**config.mk**
```make
export PLATFORM = sky130hd
export DESIGN_NAME = spq_regs
export DESIGN_NICKNAME = d
export VERILOG_FILES = /design/src/rtl/assert_macros.svh /design/src/rtl/spq_pkg.sv /design/src/rtl/spq_regs.sv
export SDC_FILE = /design/constraint.sdc
export NUM_CORES = 1
export LEC_CHECK = 0
export BUFFER_PORTS_ARGS = -buffer_cell sky130_fd_sc_hd__buf_2
export CAP_MARGIN = 10
export CORE_ASPECT_RATIO = 1.2
export CORE_UTILIZATION = 45
export DETAILED_ROUTE_END_ITERATION = 7
export PLACE_DENSITY = 0.78
export SYNTH_ARGS = -nofsm -noshare
export SYNTH_HDL_FRONTEND = slang
export SYNTH_SLANG_ARGS = --single-unit
```
**constraint.sdc**
```tcl
create_clock -name i_clk -period 1.5 [get_ports i_clk]
set_input_delay 0.3 -clock i_clk [delete_from_list [all_inputs] [get_ports i_clk]]
set_output_delay 0.3 -clock i_clk [all_outputs]
set_load 0.01 [all_outputs]
```
**src/rtl/assert_macros.svh**
```systemverilog
// Assertion macros of the priority queue, used by its controller.
// Each macro expects a clock named i_clk and an active-low reset named i_rst_n.
`ifndef ASSERT_MACROS_SVH
`define ASSERT_MACROS_SVH

// The antecedent implies the consequent in the same cycle.
`define SPQ_ASSERT_IMPL(lbl, ante, cons) \
    lbl: assert property (@(posedge i_clk) disable iff (!i_rst_n) (ante) |-> (cons)) \
        else $error("assertion failed");

// The antecedent implies the consequent in the next cycle.
`define SPQ_ASSERT_NEXT(lbl, ante, cons) \
    lbl: assert property (@(posedge i_clk) disable iff (!i_rst_n) (ante) |=> (cons)) \
        else $error("assertion failed");

`endif

```
**src/rtl/spq_pkg.sv**
```systemverilog
// Shared types and codes of the strict-priority queue with ECN marking.
// No dependencies; the modules and the testbench refer to it by scoped names.
package spq_pkg;

    // Request types.
    localparam logic REQ_ENQ = 1'b0;
    localparam logic REQ_DEQ = 1'b1;

    // Result status codes.
    localparam logic [1:0] ST_ENQ   = 2'd0;
    localparam logic [1:0] ST_DROP  = 2'd1;
    localparam logic [1:0] ST_DEQ   = 2'd2;
    localparam logic [1:0] ST_EMPTY = 2'd3;

    // Marking modes; the other codes mean no marking.
    localparam logic [1:0] MODE_QUEUE = 2'd1;
    localparam logic [1:0] MODE_PORT  = 2'd2;

    // Register indexes (word address).
    localparam logic [2:0] REG_ACTIVE = 3'd0;
    localparam logic [2:0] REG_LIMIT  = 3'd1;
    localparam logic [2:0] REG_MEAN   = 3'd2;
    localparam logic [2:0] REG_THRESH = 3'd3;
    localparam logic [2:0] REG_MODE   = 3'd4;

    // Register reset values.
    localparam logic [3:0]  RST_ACTIVE = 4'd8;
    localparam logic [15:0] RST_LIMIT  = 16'd1000;
    localparam logic [15:0] RST_MEAN   = 16'd1500;
    localparam logic [15:0] RST_THRESH = 16'd65;
    localparam logic [1:0]  RST_MODE   = 2'd0;

    typedef struct packed {
        logic [3:0]  active_classes;
        logic [15:0] limit_packets;
        logic [15:0] mean_packet_bytes;
        logic [15:0] mark_threshold_packets;
        logic [1:0]  marking_mode;
    } t_cfg;

    // Commands from the controller to the datapath.
    typedef struct packed {
        logic accept;
        logic calc;
        logic commit;
    } t_cmd;

    // One stored packet descriptor.
    typedef struct packed {
        logic [15:0] tag;
        logic [15:0] bytes;
        logic        ce;
    } t_desc;

endpackage

```
**src/rtl/spq_regs.sv**
```systemverilog
// APB configuration registers of the priority queue.
// Depends on spq_pkg for the register codes, reset values and the t_cfg type.
module spq_regs (
    input  logic                i_clk,
    input  logic                i_rst_n,
    input  logic                psel,
    input  logic                penable,
    input  logic                pwrite,
    input  logic [4:0]          paddr,
    input  logic [31:0]         pwdata,
    output logic [31:0]         prdata,
    output logic                pready,
    output spq_pkg::t_cfg       o_cfg
);

    spq_pkg::t_cfg r_cfg;
    logic          wr_en;
    logic [2:0]    reg_idx;

    assign pready  = 1'b1;
    assign wr_en   = psel && penable && pwrite;
    assign reg_idx = paddr[4:2];
    assign o_cfg   = r_cfg;

    // Register write; addresses beyond the list are ignored.
    always_ff @(posedge i_clk) begin
        if (!i_rst_n) begin
            r_cfg.active_classes         <= spq_pkg::RST_ACTIVE;
            r_cfg.limit_packets          <= spq_pkg::RST_LIMIT;
            r_cfg.mean_packet_bytes      <= spq_pkg::RST_MEAN;
            r_cfg.mark_threshold_packets <= spq_pkg::RST_THRESH;
            r_cfg.marking_mode           <= spq_pkg::RST_MODE;
        end else if (wr_en) begin
            case (reg_idx)
                spq_pkg::REG_ACTIVE: r_cfg.active_classes         <= pwdata[3:0];
                spq_pkg::REG_LIMIT:  r_cfg.limit_packets          <= pwdata[15:0];
                spq_pkg::REG_MEAN:   r_cfg.mean_packet_bytes      <= pwdata[15:0];
                spq_pkg::REG_THRESH: r_cfg.mark_threshold_packets <= pwdata[15:0];
                spq_pkg::REG_MODE:   r_cfg.marking_mode           <= pwdata[1:0];
                default: ;
            endcase
        end
    end

    // Read-back multiplexer.
    always_comb begin
        case (reg_idx)
            spq_pkg::REG_ACTIVE: prdata = {28'd0, r_cfg.active_classes};
            spq_pkg::REG_LIMIT:  prdata = {16'd0, r_cfg.limit_packets};
            spq_pkg::REG_MEAN:   prdata = {16'd0, r_cfg.mean_packet_bytes};
            spq_pkg::REG_THRESH: prdata = {16'd0, r_cfg.mark_threshold_packets};
            spq_pkg::REG_MODE:   prdata = {30'd0, r_cfg.marking_mode};
            default:             prdata = 32'd0;
        endcase
    end

endmodule

```
=== After elaboration in Yosys (flattened, before gate mapping) ===
Cells that the tools add are included.

* Register bits after elaboration: 54
* Output and inout port bits: 87
* Input bits: 42
* Word-level logic and storage cells: 18

* Multiplexer cells: 1
* Eq/ne operators: 4
* Reduce and logical (&&, ||, !) cells: 8

{| class="wikitable"
|+ Operators by type and width
! operator !! number
|-
| one-hot mux 16 bit (5 select lines) || 1
|-
| AND reduction 2 bit || 5
|-
| == test 3 x 2 -> 1 bit, second input constant || 2
|-
| == test 3 x 1 -> 1 bit, second input constant || 1
|-
| == test 3 bit, second input constant || 1
|-
| zero test 3 bit || 1
|-
| logical AND 1 bit || 2
|}

=== Longest topological paths before layout ===
Gate-level depths: netlist of run 1.

* Depth in word-level cells: 3
* Depth in mapped cells: 7
* Depth with buffers taken out: 3

=== Least setup slack after synthesis of run 1 ===
Ideal clock, no wire load.

* Path kind: input -> output
* Start point: input paddr[2]
* End point: output prdata[14]
* Stages: 5
* Arrival: 1.157 ns
* Setup slack: 0.043 ns
* Path buffers: 2
* Data required time: 1.200 ns
* Path through: buf_6 -> buf_2 -> mux2_2 -> a22oi_1 -> nor2_1

* Word-level cells in the longest chain between the ends: 2
* Elaborated cells between the ends (all ways): 6
* Those cells by class: 4 x eq/ne; 1 x mux; 1 x reduce/logical

{| class="wikitable"
|+ Ends and longest elaborated chain
! element !! RTL line !! source
|-
| from (decl) || spq_regs.sv:9 || <nowiki>input logic [4:0] paddr,</nowiki>
|-
| == test 3 bit (tied with other cells) || spq_regs.sv:47 || <nowiki>case (reg_idx)</nowiki>
|-
| one-hot mux 16 bit (5 select lines) (*) || spq_regs.sv:47 ||
|-
| to (decl) || spq_regs.sv:11 || <nowiki>output logic [31:0] prdata,</nowiki>
|}

Mark *: on every way between the ends. The rest lies on a longest branch, timed or not.

=== Final worst setup path of run 1 ===
* Start point: register r_cfg (netlist bit o_cfg[4])
* End point: output prdata[2]

* Word-level cells in the longest chain between the ends: 1

{| class="wikitable"
|+ Ends and longest elaborated chain
! element !! RTL line !! source
|-
| from (decl) || spq_regs.sv:16 || <nowiki>spq_pkg::t_cfg r_cfg;</nowiki>
|-
| one-hot mux 16 bit (5 select lines) || spq_regs.sv:47 ||
|}

Every way passes these cells.

==> impl_results.md, run 1 <==
- Setup CP Type: reg -> out
- Clk root buf: clkbuf_8
- Avg WL per Cell: 14.3 µm
- Worst vdd ir: 0.525 mV
- Row cnt: 30
- Yosys top cell area share: 39.9%
- Int Power: 2.13 mW
- Final Hold Viols: 0
- 1st-pass router iterations: 4
- Ys Warns: 0
- Worst Reg-to-Reg Cells: 4
- 1st-iter DRT viols: 106
- Crit end category: output pin
- Clock transition at path regs: 0.09 ns
- R2R Path End: o_cfg[28]
- RD Place Congestion: 0.848
- Reg-to-reg startpoint: o_cfg[28]
- Share of power burned in registers: 51.6%
- CP max FO: 3
- Worst R2R Setup Slack: 0.62 ns
- Failing checks: negative setup slack
- FMAX: 604 MHz
- Synthesized instance count: 298
- GRT Total Usage: 22.3%
- CTS tree: built
- Final Instance Area: 3840 µm²
- Area growth syn-to-layout: 41.7%
- I/O Buffers: 93
- Total power: 2.82 mW
- Residual DRC: 0
- Die Y: 87.1 µm
- H-tree depth reported by CTS: 2
- Cell area power density: 733 nW/µm²
- Hold_buf cts: 0
- Area leader, netlist: dfxtp_1
- Hold WC Path Type: in -> reg
- Final clock skew: 0 ns
- Drt total wl: 7300 µm
- Seq/Total Area, Yosys: 39.9%
- Initial antenna violation count: 0
- First-pass GRT wire length: 10800 µm
- Area contributors post-synth: dfxtp_1, mux2i_1, nand2_1
- Clock sinks: 54
- Top layer in use: met4
- CP required: 1.20 ns
- Clk pwr share: 34.4%
- Vias per cell: 5.03
- Die area: 6340 µm²
- Register bit total from synthesis: 54
- Max reg flops: 54
- Logic pwr share: 14.0%
- Synthesized cell area: 2710 µm²
- WL met2: 3780 µm
- # setup viols final: 12
- Clock Latency Late Sink: 0.30 ns
- NetSw: 0.690 mW
- RSZ-0062 raised after global routing: true
- CP Launch Point: o_cfg[4]
- Max clock buf depth: 2
- Die W: 72.9 µm
- Final Max Slew Viols: 0
- Core box area: 5740 µm²
- Initial Util: 47.2%
- Detailed placement HPWL: 4990 µm
- WL met1: 3110 µm
- Filler Cell Count: 464
- Fin worst setup slack: -0.155 ns
- Sw frac: 24.5%
- Share of layout cells above drive strength 1: 51.5%
- Routed vias: 2569
- # nets final: 472
- Max cap viols: 0
- Num CTS Buffers: 5
- Post-route clock period utilization: 110%
- Largest net degree at the start of global routing: 40
- Netlist cell types: 30
- Routed Antenna Nets: 0
- Leakage: 1.87 nW
- Critical Path End: prdata[2]
- Status: complete, but fails checks
- Diodes inserted: 0
- DR WL met3: 320 µm
- Critical Path AT: 1.35 ns
- Mean area per synthesized cell: 9.10 µm²
- Top-Level Pins: 129
- Vias in the first global route: 2312
- Placed cell areas: 3350 µm²
- GRT overflow: 0
- CP startpoint kind: flop
- Minimum clock period: 1.65 ns
## layout make-up
type	count	area, µm²	area share [%]
Clock inverter	1	30.0	0.782
Clock buffer	7	76.3	1.99
Tap cell	80	100	2.61
Multi-Input combinational cell	207	1480	38.5
Timing Repair Buffer	151	995	25.9
Inverter	11	41.3	1.07
Sequential cell	54	1120	29.1
## cells in the final DEF (no fill, tap or decap), types with 9 or more instances in the layout
| cell type | instances |
|---|---|
| a22oi_2 | 13 |
| buf_2 | 91 |
| buf_4 | 49 |
| conb_1 | 17 |
| dfxtp_1 | 23 |
| dfxtp_2 | 31 |
| inv_1 | 11 |
| mux2_4 | 9 |
| mux2i_1 | 40 |
| nand2_1 | 55 |
| nor2_1 | 13 |
## power groups by stage
stage	registers (mW)	logic [mW]	clock network, mW
finish	1.45	0.393	0.969
global route	1.46	0.422	1.03
CTS	1.45	0.374	0.973
detailed placement	1.49	0.346	0
global placement	1.49	0.342	0
floorplan	1.49	0.225	0
## metrics by stage
stage               util (%)  hold WS [ns]  setup TNS [ns]  cells  setup WS (ns)
floorplan                  -         0.442               0    313         0.0431
global route            66.9         0.254           -1.33    511         -0.205
finish                  66.9         0.254          -0.644    511         -0.155
global placement        58.3         0.456           -2.91    474         -0.167
detailed placement      58.3         0.465           -3.45    474         -0.170
CTS                     65.1         0.250          -0.686    507         -0.165
## critical path, cell delays in order, from the launching register on
cell and delay (ns):
dfxtp_2 0.34, mux4_2 0.45, nor2b_1 0.13, buf_2 0.13
## cells by family (layout without fill, tap and decap cells)
group | after synthesis | in the layout | share of synthesized area [%]
AND/OR/NAND/NOR | 97 | 97 | 16.7
multiplexers | 56 | 56 | 22.2
flip-flops | 54 | 54 | 39.9
buffers and inverters | 52 | 170 | 11.4
AO/OA/AOI/OAI | 37 | 37 | 9.55
other | 2 | 17 | 0.277
## timing repair
item                       in CTS  in global routing
gates cloned                    0                  0
buffers inserted               25                  4
pin swaps                       5                  6
gates resized for setup        44                 19
setup endpoints to repair      16                 16
## worst min path at each step
stage / startpoint / end / cells after the start
after floorplan: pwdata[8] / o_cfg[10] / 2
after global placement: o_cfg[10] / o_cfg[10] / 2
after detailed placement: o_cfg[18] / o_cfg[18] / 2
after CTS: pwdata[5] / o_cfg[39] / 3
after global routing: pwdata[7] / o_cfg[9] / 3
final: pwdata[4] / o_cfg[6] / 3
## routing by layer
metal	vias to the layer above	global-route usage, %
met5	-	0
met4	0	7.66
met3	5	4.98
met2	73	40.0
met1	1237	26.0
li1	1254	-
## synth_stat cells
cell       n
nor3_1     2
nand3b_1   1
nand4b_1   3
buf_6      4
o22ai_1    2
buf_4     20
nand2_1   55
o311ai_1   1
conb_1     2
dfxtp_1   54
and2_4     1
o311ai_0   2
nand2b_1   1
and4b_1    1
o21ai_0    8
clkbuf_1  10
mux2i_1   40
a22oi_1   16
nor2b_4    1
nor2_1    14
nand4_1    1
mux2_2    14
nand3_2    1
buf_2      7
inv_1     11
o211ai_1   8
nor2_4     1
nor2b_1    7
nand3_1    8
mux4_2     2
Power figures use the tool's default switching activity.
==> inputs of run 2 (changes only) <==
--- a/config.mk
+++ b/config.mk
@@ -9,8 +9,9 @@
 export CAP_MARGIN = 10
 export CORE_ASPECT_RATIO = 1.2
 export CORE_UTILIZATION = 45
+export CTS_CLUSTER_SIZE = 30
 export DETAILED_ROUTE_END_ITERATION = 7
-export PLACE_DENSITY = 0.78
+export PLACE_DENSITY = 0.77
 export SYNTH_ARGS = -nofsm -noshare
 export SYNTH_HDL_FRONTEND = slang
 export SYNTH_SLANG_ARGS = --single-unit
==> impl_results.md, run 2 (synthesis gave the netlist of run 1 again) <==
- Clock Latency Late Sink: 0.30 ns
- 1st-iter DRT viols: 117
- Sw frac: 25.5%
- Clk root buf: clkbuf_8
- Post-route clock period utilization: 113%
- Max reg flops: 54
- Core box area: 5740 µm²
- GRT Total Usage: 24.2%
- Setup CP Type: reg -> out
- Share of layout cells above drive strength 1: 53.7%
- Crit end category: output pin
- Worst Reg-to-Reg Cells: 4
- Final Hold Viols: 0
- Int Power: 1.99 mW
- Diodes inserted: 0
- GRT overflow: 0
- Status: complete, but fails checks
- Final TNS setup: -0.812 ns
- Initial antenna violation count: 0
- H-tree depth reported by CTS: 2
- Commonest non-fill, non-tap cell in the layout: buf_2
- Die area: 6340 µm²
- Minimum clock period: 1.69 ns
- Vias in the first global route: 2483
- Logic pwr share: 15.3%
- # nets final: 477
- Top-Level Pins: 129
- WP buf/inv: 1
- RSZ-0062 raised after global routing: true
- Max clock buf depth: 2
- I/O Buffers: 93
- Fin worst setup slack: -0.188 ns
- Final clock skew: 0 ns
- FMAX: 592 MHz
- CP max FO: 2
- Worst-case hold slack: 0.265 ns
- 1st-pass router iterations: 4
- Final Max Slew Viols: 0
- Hold Path Cell Cnt: 3
- NetSw: 0.681 mW
- Avg WL per Cell: 15.1 µm
- Detailed placement HPWL: 4990 µm
- Die Y: 87.1 µm
- Max cap viols: 0
- Clk pwr share: 30.3%
- CP required: 1.20 ns
- Num CTS Buffers: 5
- Residual DRC: 0
- Routed Antenna Nets: 0
- Failing checks: negative setup slack
- Clock transition at path regs: 0.09 ns
- Initial Util: 47.2%
- Max stage delay on crit path: 0.46 ns
- CP cell instances: mux4_2, nor2b_1, buf_2
- CP max stage cell: mux4_2
- Die W: 72.9 µm
- Drt total wl: 7770 µm
- Routed vias: 2617
- Levels on crit path: 3
- Cell area power density: 686 nW/µm²
- Layout Cells excl Fill: 514
- Worst vdd ir: 0.606 mV
- CP startpoint kind: flop
- Clock sinks: 54
- Row cnt: 30
- Area growth syn-to-layout: 43.8%
- Share of power burned in registers: 54.4%
- Largest net degree at the start of global routing: 23
- # setup viols final: 15
- Leakage: 1.89 nW
- Cell count after placement: 473
- RD Place Congestion: 0.794
- First-pass GRT wire length: 11700 µm
- Critical path's top delay family: multiplexers
- Hold WC Path Type: in -> reg
- Critical Path AT: 1.39 ns
- Most frequent cells in the layout: buf_2, nand2_1, buf_4
- Vias per cell: 5.09
- CTS tree: built
## run 2: final timing paths
kind              startpoint   endpoint  slack (ns)
hold reg to reg    o_cfg[27]  o_cfg[27]        0.48
hold / removal     pwdata[5]  o_cfg[39]        0.27
setup reg to reg    o_cfg[9]   o_cfg[9]        0.71
setup / recovery    o_cfg[5]  prdata[3]       -0.19
## run 2: worst register-to-register path: cells and delay by family, from the launching register on
family | cells | cell delay [ns]
buffers and inverters | 2 | 0.25
muxes | 1 | 0.05
and+or+nand+nor | 1 | 0.05
DFF | 1 | 0.34
## run 2: through the flow
step | worst slack, ns | power [mW] | instance area [µm²] | util, %
6_report | -0.188 | 2.68 | 3900 | 67.9
2_1_floorplan | 0.0431 | 1.72 | 2770 | -
3_3_place_gp | -0.0789 | 1.82 | 3340 | 58.1
4_1_cts | -0.162 | 2.66 | 3820 | 66.5
3_5_place_dp | -0.0860 | 1.83 | 3340 | 58.1
5_1_grt | -0.225 | 2.78 | 3900 | 67.9
## run 2: repair_timing
action,in CTS,in global routing
cloned,1,0
hold buffers,0,0
pin swaps,10,17
endpoints found under the setup margin,16,16
setup buffers,31,3
gates resized for setup,58,14
## run 2: final cells by class
class	count	area (µm²)
multi-input cells	207	1500
repair buffers	156	1060
clock buffers	6	82.6
well taps	80	100
fillers	486	1840
flip-flops and latches	54	1120
inverters	11	41.3
## run 2: power by group through the flow
stage | clock network [mW] | registers, mW | logic, mW
after detailed placement | 0 | 1.49 | 0.342
after CTS | 0.823 | 1.45 | 0.386
after global routing | 0.886 | 1.46 | 0.440
after floorplan | 0 | 1.49 | 0.225
after global placement | 0 | 1.49 | 0.335
final | 0.811 | 1.45 | 0.409
## run 2: per-layer routing
| layer | up-vias | track usage [%] | wire, µm |
|---|---|---|---|
| met5 | - | 0 | 0 |
| met4 | 0 | 8.56 | 116 |
| met3 | 10 | 5.67 | 299 |
| met2 | 78 | 44.5 | 4230 |
| met1 | 1263 | 26.9 | 3120 |
| li1 | 1266 | - | - |
