**config.mk**
```make
export PLATFORM = sky130hd
export DESIGN_NAME = spq_ctrl
export DESIGN_NICKNAME = d
export VERILOG_FILES = /design/src/rtl/spq_pkg.sv /design/src/rtl/spq_ctrl.sv
export VERILOG_INCLUDE_DIRS = /design/src /design/src/rtl
export SDC_FILE = /design/constraint.sdc
export NUM_CORES = 1
export LEC_CHECK = 0
export BUFFER_PORTS_ARGS = -buffer_cell sky130_fd_sc_hd__buf_2
export CAP_MARGIN = 20
export CORE_AREA = 2 2 39 41
export CTS_CLUSTER_DIAMETER = 40
export DETAILED_ROUTE_END_ITERATION = 6
export DIE_AREA = 0 0 41 43
export PLACE_DENSITY = 0.41
export SLEW_MARGIN = 0
export SYNTH_ARGS = -nofsm -noshare
export SYNTH_HDL_FRONTEND = slang
export SYNTH_SLANG_ARGS = --single-unit
```
**constraint.sdc**
```tcl
create_clock -name i_clk -period 1.5 [get_ports i_clk]
set_clock_uncertainty 0.1 [all_clocks]
set_input_delay 0.225 -clock i_clk [delete_from_list [all_inputs] [get_ports i_clk]]
set_output_delay 0.225 -clock i_clk [all_outputs]
set_load 0.05 [all_outputs]
```
**src/rtl/assert_macros.svh**
```systemverilog
// Assertion macros of the priority queue, used by its controller.
// Each macro expects a clock named i_clk and an active-low reset named i_rst_n.
`ifndef ASSERT_MACROS_SVH
`define ASSERT_MACROS_SVH

// The antecedent implies the consequent in the same cycle.
`define SPQ_ASSERT_IMPL(lbl, ante, cons) \
    lbl: assert property (@(posedge i_clk) disable iff (!i_rst_n) (ante) |-> (cons)) \
        else $error("assertion failed");

// The antecedent implies the consequent in the next cycle.
`define SPQ_ASSERT_NEXT(lbl, ante, cons) \
    lbl: assert property (@(posedge i_clk) disable iff (!i_rst_n) (ante) |=> (cons)) \
        else $error("assertion failed");

`endif

```
**src/rtl/spq_pkg.sv**
```systemverilog
// Shared types and codes of the strict-priority queue with ECN marking.
// No dependencies; the modules and the testbench refer to it by scoped names.
package spq_pkg;

    // Request types.
    localparam logic REQ_ENQ = 1'b0;
    localparam logic REQ_DEQ = 1'b1;

    // Result status codes.
    localparam logic [1:0] ST_ENQ   = 2'd0;
    localparam logic [1:0] ST_DROP  = 2'd1;
    localparam logic [1:0] ST_DEQ   = 2'd2;
    localparam logic [1:0] ST_EMPTY = 2'd3;

    // Marking modes; the other codes mean no marking.
    localparam logic [1:0] MODE_QUEUE = 2'd1;
    localparam logic [1:0] MODE_PORT  = 2'd2;

    // Register indexes (word address).
    localparam logic [2:0] REG_ACTIVE = 3'd0;
    localparam logic [2:0] REG_LIMIT  = 3'd1;
    localparam logic [2:0] REG_MEAN   = 3'd2;
    localparam logic [2:0] REG_THRESH = 3'd3;
    localparam logic [2:0] REG_MODE   = 3'd4;

    // Register reset values.
    localparam logic [3:0]  RST_ACTIVE = 4'd8;
    localparam logic [15:0] RST_LIMIT  = 16'd1000;
    localparam logic [15:0] RST_MEAN   = 16'd1500;
    localparam logic [15:0] RST_THRESH = 16'd65;
    localparam logic [1:0]  RST_MODE   = 2'd0;

    typedef struct packed {
        logic [3:0]  active_classes;
        logic [15:0] limit_packets;
        logic [15:0] mean_packet_bytes;
        logic [15:0] mark_threshold_packets;
        logic [1:0]  marking_mode;
    } t_cfg;

    // Commands from the controller to the datapath.
    typedef struct packed {
        logic accept;
        logic calc;
        logic commit;
    } t_cmd;

    // One stored packet descriptor.
    typedef struct packed {
        logic [15:0] tag;
        logic [15:0] bytes;
        logic        ce;
    } t_desc;

endpackage

```
**src/rtl/spq_ctrl.sv**
```systemverilog
// Controller of the priority queue: sequences each request through a lookup
// and a commit step and owns the result valid flag. Depends on spq_pkg and assert_macros.svh.
`include "assert_macros.svh"

module spq_ctrl (
    input  logic          i_clk,
    input  logic          i_rst_n,
    input  logic          i_in_valid,
    input  logic          i_out_ready,
    output logic          o_in_ready,
    output logic          o_out_valid,
    output spq_pkg::t_cmd o_cmd
);

    localparam logic [1:0] S_IDLE   = 2'd0;
    localparam logic [1:0] S_CALC   = 2'd1;
    localparam logic [1:0] S_COMMIT = 2'd2;

    logic [1:0]    r_state, n_state;
    logic          r_out_valid, n_out_valid;
    logic          slot_free;
    spq_pkg::t_cmd cmd;

    // The result register is free when empty or being emptied in this cycle.
    assign slot_free   = !r_out_valid || i_out_ready;
    assign o_in_ready  = (r_state == S_IDLE) || ((r_state == S_COMMIT) && slot_free);
    assign o_out_valid = r_out_valid;

    assign cmd.accept = i_in_valid && o_in_ready;
    assign cmd.calc   = (r_state == S_CALC);
    assign cmd.commit = (r_state == S_COMMIT) && slot_free;
    assign o_cmd      = cmd;

    // Next-state logic.
    always_comb begin
        n_state = r_state;
        case (r_state)
            S_IDLE: begin
                if (cmd.accept) n_state = S_CALC;
            end
            S_CALC: begin
                n_state = S_COMMIT;
            end
            S_COMMIT: begin
                if (slot_free) n_state = cmd.accept ? S_CALC : S_IDLE;
            end
            default: begin
                n_state = S_IDLE;
            end
        endcase
    end

    // A commit fills the result register; a taken beat empties it.
    always_comb begin
        n_out_valid = r_out_valid;
        if (cmd.commit) begin
            n_out_valid = 1'b1;
        end else if (i_out_ready) begin
            n_out_valid = 1'b0;
        end
    end

    always_ff @(posedge i_clk) begin
        if (!i_rst_n) begin
            r_state     <= S_IDLE;
            r_out_valid <= 1'b0;
        end else begin
            r_state     <= n_state;
            r_out_valid <= n_out_valid;
        end
    end

    // A committed request always shows its result in the next cycle.
    `SPQ_ASSERT_NEXT(a_commit_shows_result, cmd.commit, r_out_valid)
    // No request is taken while the lookup of the previous one is running.
    `SPQ_ASSERT_IMPL(a_calc_blocks_input, r_state == S_CALC, !o_in_ready)
    // An accepted request always enters the lookup step next.
    `SPQ_ASSERT_NEXT(a_accept_to_calc, cmd.accept, r_state == S_CALC)

endmodule

```
==> After elaboration in Yosys (flattened, before gate mapping) <==
Cells that the tools add are included.
{ "totals": {"regBits": 3, "input_bits": 4} }
{ "op_classes": {"eq_ne": 4, "muxes": 6, "reduce_logical": 8} }
{ "ops": {"columns": ["operator", "n"], "rows": [
  ["$pmux 2 s3", 1],
  ["$mux 2", 2],
  ["$ne 2x2->1 const B", 2],
  ["$mux 1", 3],
  ["$eq 2x1->1 const B", 1],
  ["$eq 2x2->1 const B", 1],
  ["$logic_and 1x1->1", 2],
  ["$logic_not 2->1", 1],
  ["$logic_or 1x1->1", 2],
  ["$reduce_and 2->1", 1],
  ["$reduce_bool 2->1", 1],
  ["$logic_not 1->1", 1]
]} }

==> Logic depth before layout (Yosys ltp) <==
Gate-level depths: netlist of run 1.
{ "logic_depth": {"depth_word": 8, "depth_mapped": 3} }

==> Worst setup path before layout of run 1 <==
OpenSTA, ideal clock, no wires.
{ "synth_timing": {"path_type": "register to output", "startpoint": "register r_out_valid, in the netlist o_out_valid", "endpoint": "output port o_cmd[2] in the netlist's numbering", "arrival_ps": 1920, "t_required_ps": 1175, "path_slack_ps": -745, "stages_incl_launch_ff": 3, "path_buffers": 0, "path_cell_list": "dfxtp_1 and3b_1 nor3b_1"} }
{ "synth_rtl": {"columns": ["element", "line_no", "source"], "rows": [
  ["start, declared", "spq_ctrl.sv:20", "logic r_out_valid, n_out_valid;"],
  ["start signal, assigned", "spq_ctrl.sv:69", "r_out_valid <= n_out_valid;"],
  ["end, declared", "spq_ctrl.sv:12", "output spq_pkg::t_cmd o_cmd"]
]} }

==> metrics.json, run 1 <==
{
  "layout-area-overhead-vs-synth_pct": 69.2,
  "netlist_area_um2": 166,
  "rrSetupSlack_ps": 490,
  "fmaxAchievable_ghz": 0.678,
  "clk_root_buffer_cell": "clkbuf_4",
  "power_frac_comb": 0.201,
  "port_buffers": 8,
  "post_dp_cell_area_um2": 228,
  "synth_cell_types": 12,
  "setup.worst_path.start_class": "flip-flop",
  "leakagePower_nw": 0.122,
  "synth_warnings": 0,
  "rsz0062_at_grt": "yes",
  "dpl.hpwl_um": 286,
  "multi_input_area_um2": 106,
  "end_kind": "primary output",
  "clk-insertion-delay-late_ps": 240,
  "timing.slew.headroom": 0.833,
  "detail_route.first_pass.iterations": 2,
  "seq_total_area_yosys": 0.361,
  "cell_taking_the_most_area_after_synthesis": "dfxtp_1",
  "clock_net_sink_count": 3,
  "drt.antenna.violating_nets": 0,
  "layout.area.seq_um2": 63.8,
  "synth_top_area_frac": 0.361,
  "min_period_ps": 1480,
  "htreeDepth": 1,
  "cts_inserted_buffers": 3,
  "yosys.cell_count.top_type": "dfxtp_1",
  "tritoncts": "yes",
  "tightest_slew_ps": 253,
  "grt_start_max_net_pins": 7,
  "avgSynthCellArea_um2": 10.4,
  "detailedRoute.firstIterationViolations": 2,
  "fillCellCount": 164,
  "timing.hold.worst_path_depth": 2,
  "fp.dieW_um": 41,
  "worstSetupPathType": "flip-flop to primary output",
  "grt_overflow": 0,
  "power_frac_seq": 0.307,
  "mappedNetlistNets": 20,
  "clock_pin_slew_of_the_registers_on_the_worst_case_setup_and_hold_paths_ps": 40,
  "crit-reg2reg-capture": "r_state[1]",
  "cts_buffer_depth": 2,
  "crit-reg2reg-launch": "o_out_valid",
  "cap_viol_max_count": 0,
  "grt_pass1_vias": 150,
  "grt_antenna_before_repair": 0,
  "synth_ff_type": "dfxtp_1",
  "synth_seq_cells": 3,
  "worstHoldStart": "i_rst_n",
  "worst-endpoint-arrival_ps": 1150,
  "timing.final.max_slew_violations": 0,
  "drt-vias-per-instance": 3.65,
  "power.net_switching_mw": 0.0825,
  "floorplan.initialDensity": 0.120,
  "dieHeight_um": 43,
  "placeableCoreArea_um2": 1380,
  "power.total_mw": 0.291,
  "io_pins": 9,
  "synth.cells.most_frequent": "dfxtp_1, buf_4, nor2b_1",
  "final-hold-violation-count": 0,
  "hold_path_class": "input port to flip-flop",
  "ys_async_sr_fraction": 0,
  "power_per_unit_of_standard_cell_area_nw_per_um2": 1030,
  "swShare": 0.284,
  "clockPowerShare": 0.492,
  "count_of_flip_flops_with_a_built_in_enable_after_synthesis": 0,
  "hold_buffers": 0,
  "grt_total_usage": 0.0592,
  "intPower_mw": 0.208,
  "min_to": "r_state[1]",
  "post-route-drc-count": 0,
  "synth.area.top_cells": "dfxtp_1, nor4bb_2, buf_4",
  "route.final.wire_length_um": 370,
  "min_period_over_period": 0.984,
  "critical_path.max_fanout": 3,
  "r2r_cells": 3,
  "result_of_the_run": "complete, no violations",
  "nets": 32,
  "wl_per_cell_um": 8.60,
  "gpl.final_weighted_congestion": 0.598,
  "rows": 14,
  "synthesis.instances": 16,
  "worst_ep_required_time_ps": 1170,
  "setup_viol_count_final": 0,
  "postLayoutCellArea_um2": 282,
  "global_route_wire_length_before_repair_um": 621,
  "dieArea_um2": 1760,
  "num_antenna_cells": 0,
  "vdd.ir_drop.worst_uv": 380,
  "layout-drive-gt1-share": 0.778,
  "vias": 157
}
-- timing repair --
| item | 4_1_cts | 5_1_grt |
|---|---|---|
| endpoints found under the setup margin | 3 | 4 |
| resized for setup | 5 | 3 |
| pin swaps | 2 | 0 |
| setup buffers | 0 | 1 |
-- metal layers --
metal  vias up  track usage  share of wire
met5         -            0              0
met4         0       0.0200              0
met3         0       0.0890           0.21
met2        11       0.0531           0.32
met1        69       0.0705           0.47
li1         77            -              -
-- critical path, cell delays in order (launching register included) --
cell and delay, ps:
dfxtp_2 310, and3b_2 240, nor3b_4 180, buf_6 180
-- cell usage in the layout, fill, tap and decap left out, drive strengths merged --
cell,n
and3b,1
nor3b,1
nor2,1
clkbuf,5
dfxtp,3
nor2b,2
and4bb,1
o21a,1
a21boi,1
or2b,1
buf,8
nor4bb,1
nand2b,1
-- per-stage QoR --
step                hold slack, ps  cells  worst slack, ps  setup TNS (ps)  utilization
finish                         122     43             24.6               0        0.203
global route                   130     43            -27.1           -47.2        0.203
CTS                            120     42             2.46               0        0.194
detailed placement             369     38              148               0        0.165
global placement               356     38              151               0        0.165
floorplan                      242     16             4.88               0            -
-- logic make-up (layout without fill, tap and decap cells) --
logic type             after synthesis  count (layout)  synth area share
flip-flops                           3               3             0.361
AO/OA/AOI/OAI                        2               2            0.0903
buffers and inverters                2              13            0.0902
AND/OR/NAND/NOR                      9               9             0.459
-- flip-flops by register name, summed over array words and instances (netlist names) --
name,count
o_out_valid,1
r_state,2
-- final cells by class --
class                      count  share of cell area
multi-input combinational     11               0.378
clock buffer                   4              0.0933
sequential                     3               0.227
tap                           16              0.0711
timing repair buffer           9               0.231
-- power groups by stage --
stage	sequential (mW)	combinational [mW]	clock (mW)
floorplan	0.0922	0.0390	0
global placement	0.0896	0.0504	0
detailed placement	0.0900	0.0512	0
CTS	0.0888	0.0568	0.150
global route	0.0897	0.0619	0.160
finish	0.0892	0.0584	0.143
-- worst max-delay path by stage --
stage                      from       end  slack (ps)  cells past startpoint
floorplan           o_out_valid  o_cmd[2]           5                      2
global placement    i_out_ready  o_cmd[2]         150                      4
detailed placement  i_out_ready  o_cmd[2]         150                      4
CTS                 o_out_valid  o_cmd[2]           2                      3
global route        o_out_valid  o_cmd[2]         -30                      3
finish              o_out_valid  o_cmd[2]          20                      3
Power figures use the tool's default switching activity.
==> run 2, diff against run 1 <==
--- a/config.mk
+++ b/config.mk
@@ -8,11 +8,13 @@
 export LEC_CHECK = 0
 export BUFFER_PORTS_ARGS = -buffer_cell sky130_fd_sc_hd__buf_2
 export CAP_MARGIN = 20
+export CELL_PAD_IN_SITES_DETAIL_PLACEMENT = 1
+export CELL_PAD_IN_SITES_GLOBAL_PLACEMENT = 1
 export CORE_AREA = 2 2 39 41
 export CTS_CLUSTER_DIAMETER = 40
 export DETAILED_ROUTE_END_ITERATION = 6
 export DIE_AREA = 0 0 41 43
-export PLACE_DENSITY = 0.41
+export PLACE_DENSITY = 0.48
 export SLEW_MARGIN = 0
 export SYNTH_ARGS = -nofsm -noshare
 export SYNTH_HDL_FRONTEND = slang
==> metrics.json, run 2 (synthesized netlist as in run 1, its figures left out) <==
{
  "global_route_wire_length_before_repair": {"value": 655, "unit": "um", "change": "was 621 um"},
  "grt_total_usage": {"value": 0.0641, "change": "was 0.0592"},
  "vias": {"value": 148, "change": "was 157"},
  "leakagePower": {"value": 0.116, "unit": "nW", "change": "was 0.122 nW"},
  "htreeDepth": {"value": 1, "change": "unchanged"},
  "hold_buffers": {"value": 0, "change": "unchanged"},
  "drt.antenna.violating_nets": {"value": 0, "change": "unchanged"},
  "setup.worst_path.start_class": {"value": "flip-flop", "change": "unchanged"},
  "grt_overflow": {"value": 0, "change": "unchanged"},
  "clock_pin_slew_of_the_registers_on_the_worst_case_setup_and_hold_paths": {"value": 40, "unit": "ps", "change": "about the same"},
  "clk_root_buffer_cell": {"value": "clkbuf_4", "change": "unchanged"},
  "rows": {"value": 14, "change": "unchanged"},
  "critical_path.max_fanout": {"value": 4, "change": "was 3"},
  "multi_input_area": {"value": 106, "unit": "um2", "change": "unchanged"},
  "wl_per_cell": {"value": 9.12, "unit": "um", "change": "was 8.60 um"},
  "port_buffers": {"value": 8, "change": "unchanged"},
  "min_period": {"value": 1480, "unit": "ps", "change": "about the same"},
  "layout-drive-gt1-share": {"value": 0.769, "change": "was 0.778"},
  "num_antenna_cells": {"value": 0, "change": "unchanged"},
  "power_per_unit_of_standard_cell_area": {"value": 1060, "unit": "nW/um2", "change": "was 1030 nW/um2"},
  "swShare": {"value": 0.285, "change": "was 0.284"},
  "grt_pass1_vias": {"value": 159, "change": "was 150"},
  "worst_ep_required_time": {"value": 1170, "unit": "ps", "change": "about the same"},
  "hold-worst-slack": {"value": 131, "unit": "ps", "change": "was 122 ps"},
  "route.final.wire_length": {"value": 383, "unit": "um", "change": "was 370 um"},
  "worstSetupPathType": {"value": "flip-flop to primary output", "change": "unchanged"},
  "grt_start_max_net_pins": {"value": 7, "change": "unchanged"},
  "gpl.final_weighted_congestion": {"value": 0.587, "change": "was 0.598"},
  "tightest_slew": {"value": 250, "unit": "ps", "change": "was 253 ps"},
  "intPower": {"value": 0.207, "unit": "mW", "change": "was 0.208 mW"},
  "rsz0062_at_grt": {"value": "yes", "change": "unchanged"},
  "cts_buffer_depth": {"value": 2, "change": "unchanged"},
  "cap_viol_max_count": {"value": 0, "change": "unchanged"},
  "power_frac_comb": {"value": 0.194, "change": "was 0.201"},
  "result_of_the_run": {"value": "complete, no violations", "change": "unchanged"},
  "cts_inserted_buffers": {"value": 3, "change": "unchanged"},
  "dieHeight": {"value": 43, "unit": "um", "change": "unchanged"},
  "timing.final.max_slew_violations": {"value": 0, "change": "unchanged"},
  "clockPowerShare": {"value": 0.498, "change": "was 0.492"},
  "min_period_over_period": {"value": 0.989, "change": "was 0.984"},
  "rrSetupSlack": {"value": 490, "unit": "ps", "change": "about the same"},
  "setup_viol_count_final": {"value": 0, "change": "unchanged"},
  "preCtsSetupSlack": {"value": 147, "unit": "ps", "change": "was 148 ps"},
  "post-route-drc-count": {"value": 0, "change": "unchanged"},
  "grt_antenna_before_repair": {"value": 0, "change": "unchanged"},
  "clock_net_sink_count": {"value": 3, "change": "unchanged"},
  "io_pins": {"value": 9, "change": "unchanged"},
  "number_of_buffers_inserted_by_post_cts_setup_repair": {"value": 0, "change": "unchanged"},
  "detail_route.first_pass.iterations": {"value": 1, "change": "was 2"},
  "layout-area-overhead-vs-synth": {"value": 64.7, "unit": "%", "change": "was 69.2%"},
  "fmaxAchievable": {"value": 0.674, "unit": "GHz", "change": "was 0.678 GHz"},
  "timing.slew.headroom": {"value": 0.834, "change": "was 0.833"},
  "tritoncts": {"value": "yes", "change": "unchanged"},
  "clk-insertion-delay-late": {"value": 230, "unit": "ps", "change": "was 240 ps"},
  "fp.dieW": {"value": 41, "unit": "um", "change": "unchanged"},
  "commonest_cells_after_routing_fill_and_taps_aside": {"value": "clkbuf_4, buf_2, dfxtp_2", "change": "unchanged"},
  "timing.final.ws_setup": {"value": 16.8, "unit": "ps", "change": "was 24.6 ps"},
  "worst-endpoint-arrival": {"value": 1160, "unit": "ps", "change": "was 1150 ps"},
  "placeableCoreArea": {"value": 1380, "unit": "um2", "change": "unchanged"},
  "power_frac_seq": {"value": 0.308, "change": "was 0.307"},
  "floorplan.initialDensity": {"value": 0.120, "change": "unchanged"},
  "largest_reg_flops": {"value": 2, "change": "unchanged"},
  "drt-vias-per-instance": {"value": 3.52, "change": "was 3.65"},
  "power.net_switching": {"value": 0.0827, "unit": "mW", "change": "was 0.0825 mW"},
  "detailedRoute.firstIterationViolations": {"value": 0, "change": "was 2"},
  "fillCellCount": {"value": 169, "change": "was 164"},
  "dieArea": {"value": 1760, "unit": "um2", "change": "unchanged"},
  "hold_path_class": {"value": "input port to flip-flop", "change": "unchanged"},
  "end_kind": {"value": "primary output", "change": "unchanged"},
  "max_flop_register": {"value": "r_state", "change": "unchanged"},
  "final-hold-violation-count": {"value": 0, "change": "unchanged"},
  "vdd.ir_drop.worst": {"value": 439, "unit": "uV", "change": "was 380 uV"},
  "layout.area.seq": {"value": 63.8, "unit": "um2", "change": "unchanged"},
  "nets": {"value": 31, "change": "was 32"}
}
-- run 2: critical path, stage by stage, from the launching register on --
cell,delay (ps)
dfxtp_2,320
and3b_2,250
nor3b_4,180
buf_6,180
-- run 2: worst paths after layout --
check,from,endpoint,depth (start not counted)
max,o_out_valid,o_cmd[2],3
min,i_rst_n,r_state[1],2
min reg2reg,r_state[0],r_state[0],1
max reg2reg,o_out_valid,r_state[0],2
-- run 2: power groups by stage --
stage / Sequential, mW / Combinational, mW / Clock (mW)
6_report: 0.0894 / 0.0563 / 0.144
5_1_grt: 0.0901 / 0.0597 / 0.166
4_1_cts: 0.0889 / 0.0564 / 0.154
3_5_place_dp: 0.0901 / 0.0510 / 0
3_3_place_gp: 0.0898 / 0.0503 / 0
2_1_floorplan: 0.0922 / 0.0390 / 0
-- run 2: through the flow --
step           area [um2]   util  std cells  TNS [ps]  power (mW)
3_5_place_dp          228  0.165         38         0       0.141
3_3_place_gp          228  0.165         38         0       0.140
2_1_floorplan         183      -         16         0       0.131
4_1_cts               269  0.194         42     -3.58       0.299
5_1_grt               274  0.198         42     -83.8       0.316
6_report              274  0.198         42         0       0.290
-- run 2: timing repair --
item | 4_1_cts | 5_1_grt
gates resized for setup | 5 | 3
endpoints found under the setup margin | 3 | 4
pin swaps | 2 | 0
-- run 2: area by class of cell --
| class | count | area share |
|---|---|---|
| tap | 16 | 0.0731 |
| sequential | 3 | 0.233 |
| clock buffer | 4 | 0.0959 |
| multi-input combinational | 11 | 0.388 |
| timing repair buffer | 8 | 0.210 |
-- run 2: metal layers --
metal  track usage  share of wire  wire, um
met1        0.0607           0.39       148
met2        0.0750           0.46       178
met3        0.0785           0.13        51
met4        0.0400          0.010         4
met5             0              0         0
==> run 3, diff against run 2 <==
--- a/config.mk
+++ b/config.mk
@@ -15,6 +15,7 @@
 export DETAILED_ROUTE_END_ITERATION = 6
 export DIE_AREA = 0 0 41 43
 export PLACE_DENSITY = 0.48
+export REMOVE_ABC_BUFFERS = 1
 export SLEW_MARGIN = 0
 export SYNTH_ARGS = -nofsm -noshare
 export SYNTH_HDL_FRONTEND = slang
==> metrics.json, run 3 (synthesized netlist as in run 1, its figures left out) <==
{
  "critical_path.cell_chain": {"value": "and3b_1, nor3b_2, buf_6", "change": "was and3b_2, nor3b_4, buf_6"},
  "io_pins": {"value": 9, "change": "unchanged"},
  "cap_viol_max_count": {"value": 0, "change": "unchanged"},
  "drt-vias-per-instance": {"value": 3.50, "change": "was 3.52"},
  "power.total": {"value": 0.283, "unit": "mW", "change": "was 0.290 mW"},
  "worstSetupPathType": {"value": "flip-flop to primary output", "change": "unchanged"},
  "worst_path_dominant_cell_family": {"value": "simple AND/OR/NAND/NOR gates", "change": "unchanged"},
  "layout-area-overhead-vs-synth": {"value": 58.6, "unit": "%", "change": "was 64.7%"},
  "critPathBufInv": {"value": 1, "change": "unchanged"},
  "drt.antenna.violating_nets": {"value": 0, "change": "unchanged"},
  "detail_route.first_pass.iterations": {"value": 2, "change": "was 1"},
  "grt_start_max_net_pins": {"value": 7, "change": "unchanged"},
  "detailedRoute.firstIterationViolations": {"value": 1, "change": "was 0"},
  "rrSetupSlack": {"value": 460, "unit": "ps", "change": "was 490 ps"},
  "timing.slew.headroom": {"value": 0.836, "change": "was 0.834"},
  "fillCellCount": {"value": 163, "change": "was 169"},
  "gpl.final_weighted_congestion": {"value": 0.574, "change": "was 0.587"},
  "r2r_cells": {"value": 2, "change": "unchanged"},
  "commonest_cells_after_routing_fill_and_taps_aside": {"value": "clkbuf_4, buf_2, nor2b_1, buf_6, dfxtp_1", "change": "was clkbuf_4, buf_2, dfxtp_2"},
  "final-hold-violation-count": {"value": 0, "change": "unchanged"},
  "crit-reg2reg-capture": {"value": "r_state[1]", "change": "was r_state[0]"},
  "floorplan.initialDensity": {"value": 0.120, "change": "unchanged"},
  "vdd.ir_drop.worst": {"value": 338, "unit": "uV", "change": "was 439 uV"},
  "met2_usage": {"value": 0.0781, "change": "was 0.0750"},
  "globalRouteMet3Util": {"value": 0.0785, "change": "unchanged"},
  "dieArea": {"value": 1760, "unit": "um2", "change": "unchanged"},
  "cp_slowest_stage_delay": {"value": 320, "unit": "ps", "change": "about the same"},
  "tightest_slew": {"value": 248, "unit": "ps", "change": "was 250 ps"},
  "max_flop_register": {"value": "r_state", "change": "unchanged"},
  "min_period": {"value": 1460, "unit": "ps", "change": "was 1480 ps"},
  "number_of_buffers_inserted_by_post_cts_setup_repair": {"value": 0, "change": "unchanged"},
  "grt_pass1_vias": {"value": 165, "change": "was 159"},
  "htreeDepth": {"value": 1, "change": "unchanged"},
  "cts_inserted_buffers": {"value": 3, "change": "unchanged"},
  "clock_pin_slew_of_the_registers_on_the_worst_case_setup_and_hold_paths": {"value": 40, "unit": "ps", "change": "about the same"},
  "result_of_the_run": {"value": "complete, no violations", "change": "unchanged"},
  "fmaxAchievable": {"value": 0.685, "unit": "GHz", "change": "was 0.674 GHz"},
  "layout-drive-gt1-share": {"value": 0.615, "change": "was 0.769"},
  "clk_root_buffer_cell": {"value": "clkbuf_4", "change": "unchanged"},
  "min_to": {"value": "r_state[1]", "change": "unchanged"},
  "clock_net_sink_count": {"value": 3, "change": "unchanged"},
  "port_buffers": {"value": 8, "change": "unchanged"},
  "globalRoute.busiestLayer": {"value": "met3", "change": "unchanged"},
  "rsz0062_at_grt": {"value": "yes", "change": "unchanged"},
  "cts_buffer_depth": {"value": 2, "change": "unchanged"},
  "tritoncts": {"value": "yes", "change": "unchanged"},
  "highest_delay_cell_along_the_critical_path": {"value": "dfxtp_2", "change": "unchanged"},
  "largest_reg_flops": {"value": 2, "change": "unchanged"},
  "wl_per_cell": {"value": 9.62, "unit": "um", "change": "was 9.12 um"},
  "leakagePower": {"value": 0.117, "unit": "nW", "change": "was 0.116 nW"},
  "timing.final.ws_setup": {"value": 40.8, "unit": "ps", "change": "was 16.8 ps"},
  "worst-endpoint-arrival": {"value": 1130, "unit": "ps", "change": "was 1160 ps"},
  "setup.worst_path.start_class": {"value": "flip-flop", "change": "unchanged"},
  "layout.core_utilization": {"value": 0.191, "change": "was 0.198"},
  "final-instance-count-excl-fill": {"value": 42, "change": "unchanged"},
  "post-route-drc-count": {"value": 0, "change": "unchanged"},
  "timing.final.max_slew_violations": {"value": 0, "change": "unchanged"},
  "route.final.wire_length": {"value": 404, "unit": "um", "change": "was 383 um"},
  "grt_overflow": {"value": 0, "change": "unchanged"},
  "numPlacedInstances": {"value": 38, "change": "unchanged"},
  "timing.hold.worst_path_depth": {"value": 2, "change": "unchanged"},
  "fp.dieW": {"value": 41, "unit": "um", "change": "unchanged"},
  "worst_ep_required_time": {"value": 1170, "unit": "ps", "change": "about the same"},
  "global_route_wire_length_before_repair": {"value": 710, "unit": "um", "change": "was 655 um"},
  "hold_path_class": {"value": "input port to flip-flop", "change": "unchanged"},
  "critical_path.max_fanout": {"value": 4, "change": "unchanged"},
  "setup_viol_count_final": {"value": 0, "change": "unchanged"},
  "placeableCoreArea": {"value": 1380, "unit": "um2", "change": "unchanged"},
  "postLayoutCellArea": {"value": 264, "unit": "um2", "change": "was 274 um2"},
  "crit-reg2reg-launch": {"value": "r_state[0]", "change": "was o_out_valid"},
  "power_per_unit_of_standard_cell_area": {"value": 1070, "unit": "nW/um2", "change": "was 1060 nW/um2"},
  "end_kind": {"value": "primary output", "change": "unchanged"},
  "num_antenna_cells": {"value": 0, "change": "unchanged"},
  "dieHeight": {"value": 43, "unit": "um", "change": "unchanged"},
  "grt_antenna_before_repair": {"value": 0, "change": "unchanged"},
  "grt_total_usage": {"value": 0.0652, "change": "was 0.0641"},
  "preCtsSetupSlack": {"value": 175, "unit": "ps", "change": "was 147 ps"},
  "nets": {"value": 31, "change": "unchanged"},
  "multi_input_area": {"value": 98.8, "unit": "um2", "change": "was 106 um2"},
  "layout.area.seq": {"value": 61.3, "unit": "um2", "change": "was 63.8 um2"},
  "min_period_over_period": {"value": 0.973, "change": "was 0.989"},
  "clk-insertion-delay-late": {"value": 230, "unit": "ps", "change": "about the same"},
  "post_dp_cell_area": {"value": 211, "unit": "um2", "change": "was 228 um2"},
  "globalRouteMet1Util": {"value": 0.0705, "change": "was 0.0607"},
  "rows": {"value": 14, "change": "unchanged"},
  "vias": {"value": 147, "change": "was 148"},
  "worstHoldStart": {"value": "i_rst_n", "change": "unchanged"}
}
==> run 3: cell counts in the layout (fill, tap and decap cells not counted) <==
No cell type changed its count.
==> run 3: what timing repair did <==
action                     in CTS  in global routing
hold buffers                    0                  0
gates resized for setup         6                  3
setup endpoints to repair       2                  4
==> run 3: layer usage <==
layer,wire length [um],up-vias
met5,0,-
met4,0,0
li1,-,73
met2,150,11
met3,67,0
met1,186,63
==> run 3: power by group <==
part	total, mW	internal [mW]	switching [mW]
logic	0.0553	0.0215	0.0338
clock network	0.140	0.0996	0.0404
registers	0.0882	0.0840	0.00422
==> run 3: worst max path at each step <==
stage,start,to,slack (ps),cells past startpoint
global route,o_out_valid,o_cmd[2],-20,3
global placement,i_out_ready,o_cmd[2],200,4
CTS,o_out_valid,o_cmd[0],1,3
detailed placement,i_out_ready,o_cmd[2],170,4
floorplan,o_out_valid,o_cmd[2],-750,2
finish,o_out_valid,o_cmd[2],40,3
==> run 3: final cells by class <==
| type | instances | area share |
|---|---|---|
| Clock buffer | 4 | 0.0995 |
| Multi-Input combinational cell | 11 | 0.374 |
| Sequential cell | 3 | 0.232 |
| Tap cell | 16 | 0.0758 |
| Timing Repair Buffer | 8 | 0.218 |
==> run 3: per-stage QoR <==
step | setup TNS (ps) | hold WS, ps
2_1_floorplan | -1240 | 242
3_3_place_gp | 0 | 355
3_5_place_dp | 0 | 362
4_1_cts | 0 | 116
5_1_grt | -43.3 | 126
6_report | 0 | 120
